===== config.mk =====
export PLATFORM = sky130hd
export DESIGN_NAME = refreshable_timer_wheel_core
export DESIGN_NICKNAME = d
export VERILOG_FILES = /design/src/rtw_pkg.sv /design/src/rtw_cell.sv /design/src/rtw_ctrl.sv /design/src/refreshable_timer_wheel_core.sv
export SDC_FILE = /design/constraint.sdc
export NUM_CORES = 1
export LEC_CHECK = 0
export BUFFER_PORTS_ARGS = -buffer_cell sky130_fd_sc_hd__buf_2
export CORE_MARGIN = 4
export CORE_UTILIZATION = 50
export CTS_BUF_LIST = sky130_fd_sc_hd__clkbuf_4 sky130_fd_sc_hd__clkbuf_8 sky130_fd_sc_hd__clkbuf_16
export CTS_CLUSTER_DIAMETER = 200
export DETAILED_ROUTE_END_ITERATION = 7
export HOLD_SLACK_MARGIN = 0.03
export PLACE_DENSITY = 0.77
export RECOVER_POWER = 100
export SKIP_LAST_GASP = 1
export SLEW_MARGIN = 20
export SYNTH_ARGS = -nofsm -noshare
export SYNTH_HDL_FRONTEND = slang
export SYNTH_HIERARCHICAL = 1
export SYNTH_SLANG_ARGS = --single-unit

===== constraint.sdc =====
create_clock -name aclk -period 98.5 [get_ports aclk]
set_clock_uncertainty 0.05 [all_clocks]
set_input_delay 4.925 -clock aclk [delete_from_list [all_inputs] [get_ports aclk]]
set_output_delay 4.925 -clock aclk [all_outputs]
set_load 0.02 [all_outputs]

===== src/rtw_pkg.sv =====
// Shared types and codes for the refreshable timer wheel.
`timescale 1ns / 1ps

package rtw_pkg;

    // Input kinds
    localparam logic [1:0] KIND_ADD     = 2'd0;
    localparam logic [1:0] KIND_REFRESH = 2'd1;
    localparam logic [1:0] KIND_TICK    = 2'd2;

    // Result status codes
    localparam logic [2:0] STAT_ADDED     = 3'd0;
    localparam logic [2:0] STAT_BAD_DELAY = 3'd1;
    localparam logic [2:0] STAT_FULL      = 3'd2;
    localparam logic [2:0] STAT_REFRESHED = 3'd3;
    localparam logic [2:0] STAT_UNKNOWN   = 3'd4;
    localparam logic [2:0] STAT_EXPIRED   = 3'd5;
    localparam logic [2:0] STAT_TICK_DONE = 3'd6;

    // Wheel span after reset
    localparam logic [7:0] SPAN_RESET = 8'd60;

    // One timer entry as it travels around the ring
    typedef struct packed {
        logic        valid;
        logic [31:0] id;
        logic [7:0]  delay;
        logic [7:0]  ticks;
    } entry_t;

    typedef enum logic [1:0] {
        ST_IDLE,
        ST_SCAN,
        ST_WRITE,
        ST_FINISH
    } state_t;

endpackage


===== src/rtw_cell.sv =====
// One ring cell holding a single timer entry.
`timescale 1ns / 1ps

module rtw_cell (
    input  logic            aclk,
    input  logic            aresetn,
    input  logic            shift,
    input  rtw_pkg::entry_t d_in,
    output rtw_pkg::entry_t q
);

    rtw_pkg::entry_t entry_reg;

    // Valid bit: cleared by reset, loaded from the neighbor on shift
    // Payload: loaded from the neighbor on shift
    always_ff @(posedge aclk) begin
        if (!aresetn) begin
            entry_reg.valid <= 1'b0;
        end else if (shift) begin
            entry_reg.valid <= d_in.valid;
        end
        if (shift) begin
            entry_reg.id    <= d_in.id;
            entry_reg.delay <= d_in.delay;
            entry_reg.ticks <= d_in.ticks;
        end
    end

    assign q = entry_reg;

endmodule


===== src/rtw_ctrl.sv =====
// Sequencer and head processing of the timer ring.
`timescale 1ns / 1ps

module rtw_ctrl #(
    parameter int TIMER_ENTRIES = 16,
    parameter int MAX_SPAN      = 255
) (
    input  logic            aclk,
    input  logic            aresetn,
    input  logic [7:0]      span,
    input  logic            in_valid,
    output logic            in_ready,
    input  logic [1:0]      in_kind,
    input  logic [31:0]     in_id,
    input  logic [7:0]      in_delay,
    output logic            out_valid,
    input  logic            out_ready,
    output logic [2:0]      out_status,
    output logic [31:0]     out_id,
    output logic            out_last,
    input  rtw_pkg::entry_t head_in,
    output rtw_pkg::entry_t head_out,
    output logic            shift
);

    localparam int STEP_W = (TIMER_ENTRIES > 1) ? $clog2(TIMER_ENTRIES) : 1;
    localparam logic [STEP_W-1:0] LAST_STEP = STEP_W'(TIMER_ENTRIES - 1);

    rtw_pkg::state_t state_reg, state_next;

    logic [1:0]        kind_reg, kind_next;
    logic [31:0]       id_reg, id_next;
    logic [7:0]        delay_reg, delay_next;
    logic [STEP_W-1:0] cnt_reg, cnt_next;
    logic              match_found_reg, match_found_next;
    logic [STEP_W-1:0] match_slot_reg, match_slot_next;
    logic              free_found_reg, free_found_next;
    logic [STEP_W-1:0] free_slot_reg, free_slot_next;
    logic [2:0]        fin_reg, fin_next;

    logic              out_valid_reg, out_valid_next;
    logic [2:0]        out_status_reg, out_status_next;
    logic [31:0]       out_id_reg, out_id_next;
    logic              out_last_reg, out_last_next;

    logic [7:0]        span_eff;
    logic [7:0]        delay_eff;
    logic              bad_delay;
    logic              out_free;
    logic              last_step;
    logic              step_go;
    logic              emit;
    logic [2:0]        emit_status;
    logic [31:0]       emit_id;
    logic              emit_last;
    logic [7:0]        tick_dec;
    logic              expire;
    logic [STEP_W-1:0] target_slot;

    // Clamp the span and resolve the add delay
    always_comb begin
        span_eff = span;
        if (span_eff == 8'd0) begin
            span_eff = 8'd1;
        end
        if (span_eff > 8'(MAX_SPAN)) begin
            span_eff = 8'(MAX_SPAN);
        end
    end

    assign bad_delay = (in_delay > span_eff);
    assign delay_eff = (in_delay == 8'd0) ? span_eff : in_delay;
    assign out_free  = !out_valid_reg || out_ready;
    assign last_step = (cnt_reg == LAST_STEP);
    assign in_ready  = (state_reg == rtw_pkg::ST_IDLE);
    assign target_slot = match_found_reg ? match_slot_reg : free_slot_reg;

    // Decrement the head entry for a tick
    assign tick_dec = (head_in.ticks != 8'd0) ? (head_in.ticks - 8'd1) : 8'd0;
    assign expire   = head_in.valid && (tick_dec == 8'd0);

    // Next state
    always_comb begin
        state_next = state_reg;
        case (state_reg)
            rtw_pkg::ST_IDLE: begin
                if (in_valid) begin
                    case (in_kind)
                        rtw_pkg::KIND_ADD: begin
                            state_next = bad_delay ? rtw_pkg::ST_FINISH : rtw_pkg::ST_SCAN;
                        end
                        rtw_pkg::KIND_REFRESH, rtw_pkg::KIND_TICK: begin
                            state_next = rtw_pkg::ST_SCAN;
                        end
                        default: begin
                            state_next = rtw_pkg::ST_IDLE;
                        end
                    endcase
                end
            end
            rtw_pkg::ST_SCAN: begin
                if (step_go && last_step) begin
                    if (kind_reg == rtw_pkg::KIND_ADD
                            && (match_found_next || free_found_next)) begin
                        state_next = rtw_pkg::ST_WRITE;
                    end else begin
                        state_next = rtw_pkg::ST_FINISH;
                    end
                end
            end
            rtw_pkg::ST_WRITE: begin
                if (last_step) begin
                    state_next = rtw_pkg::ST_FINISH;
                end
            end
            rtw_pkg::ST_FINISH: begin
                if (out_free) begin
                    state_next = rtw_pkg::ST_IDLE;
                end
            end
            default: begin
                state_next = rtw_pkg::ST_IDLE;
            end
        endcase
    end

    // Head processing, step control and result selection
    always_comb begin
        head_out         = head_in;
        step_go          = 1'b0;
        emit             = 1'b0;
        emit_status      = rtw_pkg::STAT_TICK_DONE;
        emit_id          = 32'd0;
        emit_last        = 1'b0;
        kind_next        = kind_reg;
        id_next          = id_reg;
        delay_next       = delay_reg;
        cnt_next         = cnt_reg;
        match_found_next = match_found_reg;
        match_slot_next  = match_slot_reg;
        free_found_next  = free_found_reg;
        free_slot_next   = free_slot_reg;
        fin_next         = fin_reg;
        case (state_reg)
            rtw_pkg::ST_IDLE: begin
                // Latch the command and clear the scan results
                kind_next        = in_kind;
                id_next          = in_id;
                delay_next       = delay_eff;
                cnt_next         = '0;
                match_found_next = 1'b0;
                free_found_next  = 1'b0;
                fin_next         = rtw_pkg::STAT_BAD_DELAY;
            end
            rtw_pkg::ST_SCAN: begin
                step_go = 1'b1;
                case (kind_reg)
                    rtw_pkg::KIND_ADD: begin
                        // Find the live id and the lowest free entry
                        if (head_in.valid && head_in.id == id_reg && !match_found_reg) begin
                            match_found_next = 1'b1;
                            match_slot_next  = cnt_reg;
                        end
                        if (!head_in.valid && !free_found_reg) begin
                            free_found_next = 1'b1;
                            free_slot_next  = cnt_reg;
                        end
                        fin_next = rtw_pkg::STAT_FULL;
                    end
                    rtw_pkg::KIND_REFRESH: begin
                        // Restart the countdown of the live id
                        if (head_in.valid && head_in.id == id_reg) begin
                            head_out.ticks   = head_in.delay;
                            match_found_next = 1'b1;
                        end
                        fin_next = match_found_next ? rtw_pkg::STAT_REFRESHED
                                                    : rtw_pkg::STAT_UNKNOWN;
                    end
                    default: begin
                        // Tick: decrement, report and free expired entries
                        if (head_in.valid) begin
                            head_out.ticks = tick_dec;
                            head_out.valid = !expire;
                        end
                        step_go     = !expire || out_free;
                        emit        = expire && out_free;
                        emit_status = rtw_pkg::STAT_EXPIRED;
                        emit_id     = head_in.id;
                        fin_next    = rtw_pkg::STAT_TICK_DONE;
                    end
                endcase
                if (step_go) begin
                    cnt_next = last_step ? '0 : cnt_reg + 1'b1;
                end
            end
            rtw_pkg::ST_WRITE: begin
                // Drop the new timer into the chosen entry as it passes
                step_go = 1'b1;
                if (cnt_reg == target_slot) begin
                    head_out.valid = 1'b1;
                    head_out.id    = id_reg;
                    head_out.delay = delay_reg;
                    head_out.ticks = delay_reg;
                end
                fin_next = rtw_pkg::STAT_ADDED;
                cnt_next = last_step ? '0 : cnt_reg + 1'b1;
            end
            rtw_pkg::ST_FINISH: begin
                emit        = out_free;
                emit_status = fin_reg;
                emit_id     = 32'd0;
                emit_last   = 1'b1;
            end
            default: begin
                step_go = 1'b0;
            end
        endcase
    end

    assign shift = step_go;

    // Output register
    always_comb begin
        out_valid_next  = out_valid_reg && !out_ready;
        out_status_next = out_status_reg;
        out_id_next     = out_id_reg;
        out_last_next   = out_last_reg;
        if (emit) begin
            out_valid_next  = 1'b1;
            out_status_next = emit_status;
            out_id_next     = emit_id;
            out_last_next   = emit_last;
        end
    end

    // Control registers
    always_ff @(posedge aclk) begin
        if (!aresetn) begin
            state_reg     <= rtw_pkg::ST_IDLE;
            out_valid_reg <= 1'b0;
        end else begin
            state_reg     <= state_next;
            out_valid_reg <= out_valid_next;
        end
    end

    // Command and result payload registers
    always_ff @(posedge aclk) begin
        kind_reg        <= kind_next;
        id_reg          <= id_next;
        delay_reg       <= delay_next;
        cnt_reg         <= cnt_next;
        match_found_reg <= match_found_next;
        match_slot_reg  <= match_slot_next;
        free_found_reg  <= free_found_next;
        free_slot_reg   <= free_slot_next;
        fin_reg         <= fin_next;
        out_status_reg  <= out_status_next;
        out_id_reg      <= out_id_next;
        out_last_reg    <= out_last_next;
    end

    assign out_valid  = out_valid_reg;
    assign out_status = out_status_reg;
    assign out_id     = out_id_reg;
    assign out_last   = out_last_reg;

`ifndef SYNTHESIS
    // The ring never moves while waiting for a command
    assert property (@(posedge aclk) disable iff (!aresetn)
        (state_reg == rtw_pkg::ST_IDLE) |-> !shift)
        else $error("ring shifted while idle");

    // The write pass only runs with a target entry in hand
    assert property (@(posedge aclk) disable iff (!aresetn)
        (state_reg == rtw_pkg::ST_WRITE) |-> (match_found_reg || free_found_reg))
        else $error("write pass without target entry");

    // The closing result of a command is marked last
    assert property (@(posedge aclk) disable iff (!aresetn)
        (state_reg == rtw_pkg::ST_FINISH && out_free) |=> (out_valid_reg && out_last_reg))
        else $error("closing result not marked last");

    // An expiry result is never the last one of a tick
    assert property (@(posedge aclk) disable iff (!aresetn)
        (out_valid_reg && out_status_reg == rtw_pkg::STAT_EXPIRED) |-> !out_last_reg)
        else $error("expiry result marked last");
`endif

endmodule


===== src/refreshable_timer_wheel_core.sv =====
// Each command passes the ring past the head: an add makes a scan pass and, if an entry was
// found, a write pass; a refresh or tick makes one pass and a rejected delay makes none.
// The ring rotates one cell per cycle past the head during a pass, except that a tick stalls
// on an expiry while a result waits on m_tready. One command at a time: the next transfer is
// taken in the cycle after the closing result is loaded, which itself waits on m_tready.
// Reset: synchronous active-low aresetn empties all entries and sets wheel_span to 60.
`timescale 1ns / 1ps

module refreshable_timer_wheel_core #(
    parameter int TIMER_ENTRIES = 16,
    parameter int MAX_SPAN      = 255
) (
    input  logic        aclk,
    input  logic        aresetn,
    // Configuration write channel
    input  logic        cfg_valid,
    output logic        cfg_ready,
    input  logic [7:0]  cfg_data,      // wheel_span
    // Command stream
    input  logic        s_tvalid,
    output logic        s_tready,
    input  logic [39:0] s_tdata,       // [31:0] task_id, [39:32] delay_ticks
    input  logic [1:0]  s_tuser,       // [1:0] kind
    // Result stream
    output logic        m_tvalid,
    input  logic        m_tready,
    output logic [31:0] m_tdata,       // [31:0] expired_id
    output logic [2:0]  m_tuser,       // [2:0] status
    output logic        m_tlast
);

    logic [7:0] span_reg;

    rtw_pkg::entry_t ring_q [TIMER_ENTRIES];
    rtw_pkg::entry_t ring_d [TIMER_ENTRIES];
    rtw_pkg::entry_t head_out;
    logic            shift;

    // Hold the wheel span register
    assign cfg_ready = 1'b1;

    always_ff @(posedge aclk) begin
        if (!aresetn) begin
            span_reg <= rtw_pkg::SPAN_RESET;
        end else if (cfg_valid) begin
            span_reg <= cfg_data;
        end
    end

    // Sequencer and head stage
    rtw_ctrl #(
        .TIMER_ENTRIES (TIMER_ENTRIES),
        .MAX_SPAN      (MAX_SPAN)
    ) u_ctrl (
        .aclk       (aclk),
        .aresetn    (aresetn),
        .span       (span_reg),
        .in_valid   (s_tvalid),
        .in_ready   (s_tready),
        .in_kind    (s_tuser),
        .in_id      (s_tdata[31:0]),
        .in_delay   (s_tdata[39:32]),
        .out_valid  (m_tvalid),
        .out_ready  (m_tready),
        .out_status (m_tuser),
        .out_id     (m_tdata),
        .out_last   (m_tlast),
        .head_in    (ring_q[0]),
        .head_out   (head_out),
        .shift      (shift)
    );

    // Ring of cells: each takes its upper neighbor, the top takes the head result
    for (genvar i = 0; i < TIMER_ENTRIES; i++) begin : g_cell
        if (i == TIMER_ENTRIES - 1) begin : g_top
            assign ring_d[i] = head_out;
        end else begin : g_mid
            assign ring_d[i] = ring_q[i+1];
        end

        rtw_cell u_cell (
            .aclk    (aclk),
            .aresetn (aresetn),
            .shift   (shift),
            .d_in    (ring_d[i]),
            .q       (ring_q[i])
        );
    end

endmodule

==> metrics.csv <==
metric,value,unit
Reg power frac,0.575,
cell area after synthesis,29600,um^2
synthesized flop and latch total,890,
GPL Wtd Cong,0.866,
"Setup Fix Bufs, Post-CTS",0,
Avg Synthesized Cell Area,22.6,um^2
Area Overhead vs Synth,13.5,%
Synth top cells by count,"edfxtp_1, nand2_1, and3_1, xor2_1, mux2_4",
max-cap violations,10,
post-synth cell types,64,
reg2reg setup slack,77490,ps
DRC,0,
"count leader, synth",edfxtp_1,
WS Path Type,input port to flip-flop,
Num CTS Buffers,85,
Cell Pwr Density,30.4,nW/um^2
number of global-route vias before repair,12161,
die area,63100,um^2
largest vdd supply drop,0.0341,mV
crit path from,m_tready,
Worst-Margin Slew,10420,ps
CP startpoint kind,input port,
clock tree from TritonCTS,done,
Post-Synthesis Cells,1309,
# resized after CTS,0,
final setup fails,0,
Setup TNS,0,ps
max FFs per register,784,
largest area contributor in the netlist,edfxtp_1,
RSZ-0062 raised after global routing,no,
GRT Total Usage,0.143,
Multi-input gate area,2740,um^2
Port-buffer cells,92,
Comb power frac,0.101,
die height,251,um
CTS HTree Levels,3,
largest net degree at the start of global routing,233,
WP data arrival,24110,ps
Hold WC Path Type,flip-flop to flip-flop,
post-route ant nets,0,
first-pass GRT wire length,69600,um
initial drt markers,1400,
CP required,98440,ps
Pre-antenna DRT Iters,8,
post-route clock period utilization,0.245,
LEAKAGE,11.0,nW
antenna violations before repair,0,
clk_lat worst skew,630,ps
Slew Limit Fails,957,
crit end category,flip-flop,
Die Wd,251,um
Rel. slew slack,-5.95,
reg2reg start,g_cell[0].u_cell/q[0],
Final HPWL DP,25400,um
switching pwr,244,uW
detailed-route vias per instance,5.27,
synth warn,6,
CP Capture Point,g_cell[0].u_cell/q[41],
Initial Utilization,0.509,
"Seq/Total Area, Yosys",0.894,
WL final,45900,um
Setup WS post-layout,74330,ps
Net Sw Frac,0.240,
pre-CTS setup slack,89830,ps
internal power,774,uW
GRT overflow,0,
Syn Nets,1380,
Fin. Hold Viols,0,
Clock transition at path regs,70,ps
Synth area leaders,"edfxtp_1, dfxtp_1, mux2_4",
min Tclk post-route,24170,ps
CTS Sinks,890,
Final nets,1545,
number of synthesized flops with an enable pin,861,
Reg area,26400,um^2
status,finished with violations,
r2r endpoint,g_cell[0].u_cell/q[41],
CP max FO,194,
failing checks,"max-capacitance violations, max-slew violations",
# rows,88,
Post-synth top flop,edfxtp_1,
core area,58100,um^2
asr flop ratio synth,0,
layout cell share with drive strength beyond 1,0.121,
CTS Buffer Depth,3,
Fmax,41.4,MHz
# hold bufs at CTS,0,
power share of the clock group,0.324,
number of fill cells,4096,
top cell type's share of synthesized area,0.874,
Ports,94,
Routed WL per cell,19.9,um
R2R cell count,11,
Root Driver,clkbuf_16,
total number of vias,12160,
-- final cells by class --
class	instances	share of cell area
flip-flops and latches	890	0.788
multi-input cells	367	0.0816
clock buffers	101	0.0674
well taps	765	0.0285
clock inverters	53	0.0185
repair buffers	103	0.0130
inverters	27	0.00302
diodes	1	0.0000746
-- how the worst min path moves through the flow --
| stage | startpoint | endpoint | slack (ps) | depth (start not counted) |
|---|---|---|---|---|
| after floorplan | g_cell[1].u_cell/q[0] | g_cell[0].u_cell/q[0] | 350 | 0 |
| after CTS | g_cell[3].u_cell/q[47] | g_cell[2].u_cell/q[47] | 330 | 0 |
| final | g_cell[3].u_cell/q[47] | g_cell[2].u_cell/q[47] | 340 | 0 |
| after detailed placement | g_cell[1].u_cell/q[11] | g_cell[0].u_cell/q[11] | 350 | 0 |
| after global routing | g_cell[3].u_cell/q[47] | g_cell[2].u_cell/q[47] | 350 | 0 |
| after global placement | g_cell[12].u_cell/q[0] | g_cell[11].u_cell/q[0] | 350 | 0 |
-- layout by cell type, fill, tap and decap left out, types with 3 or more instances in the layout --
cell type / instances
edfxtp_1: 861
clkbuf_16: 85
clkbuf_1: 65
nand2_1: 38
buf_2: 37
and3_1: 34
mux2_1: 34
xor2_1: 33
dfxtp_1: 29
mux2i_1: 28
inv_1: 27
nor2b_1: 25
clkinv_1: 18
nor4_1: 16
ha_1: 16
nand3_1: 15
clkbuf_4: 14
clkinv_2: 12
nor2_1: 12
o21ai_0: 12
bufinv_16: 11
a21o_1: 9
a21oi_1: 9
nand4_1: 8
xnor2_1: 6
clkinvlp_4: 5
and2_0: 4
nor3_1: 4
o31ai_1: 4
inv_16: 3
a31o_2: 3
nand2b_1: 3
a211o_1: 3
a221o_1: 3
a32oi_1: 3
a21boi_0: 3
-- metal layers --
layer	global-route usage	routed length (um)
met5	0	0
met4	0.0583	1370
met3	0.0283	2440
met2	0.215	21000
met1	0.209	21100
-- per-stage QoR --
step	instances	total power, mW	instance area, um^2	hold WS [ps]	utilization
finish	2307	1.02	33600	337	0.577
global placement	2151	0.663	30900	351	0.532
floorplan	1309	0.789	29600	350	-
global route	2306	1.06	33500	351	0.577
detailed placement	2151	0.671	30900	355	0.532
CTS	2305	1.00	33800	334	0.582
-- logic make-up after synthesis --
family,Yosys count,synth area share
xor gates and xnor gates,39,0.0116
adders and majority gates,16,0.00677
and+or+nand+nor,169,0.0314
other,1,0.000127
AOI/OAI and AO/OA,78,0.0195
muxes,64,0.0270
buffers and inverters,52,0.00965
DFF,890,0.894
-- power by group through the flow --
stage               Sequential, mW  Clock, mW  Combinational, mW
floorplan                    0.707          0             0.0828
global placement             0.559          0              0.103
global route                 0.595      0.356              0.113
finish                       0.586      0.329              0.103
detailed placement           0.563          0              0.108
CTS                          0.558      0.338              0.108
-- worst max-delay path, stage by stage --
cell and delay [ps]:
buf_2 70, nor2b_1 80, nand4_1 170, a21oi_1 130
nor2b_4 120, clkbuf_1 3060, clkbuf_1 6840, clkbuf_1 2620
clkbuf_1 5770
Power figures use the tool's default switching activity.
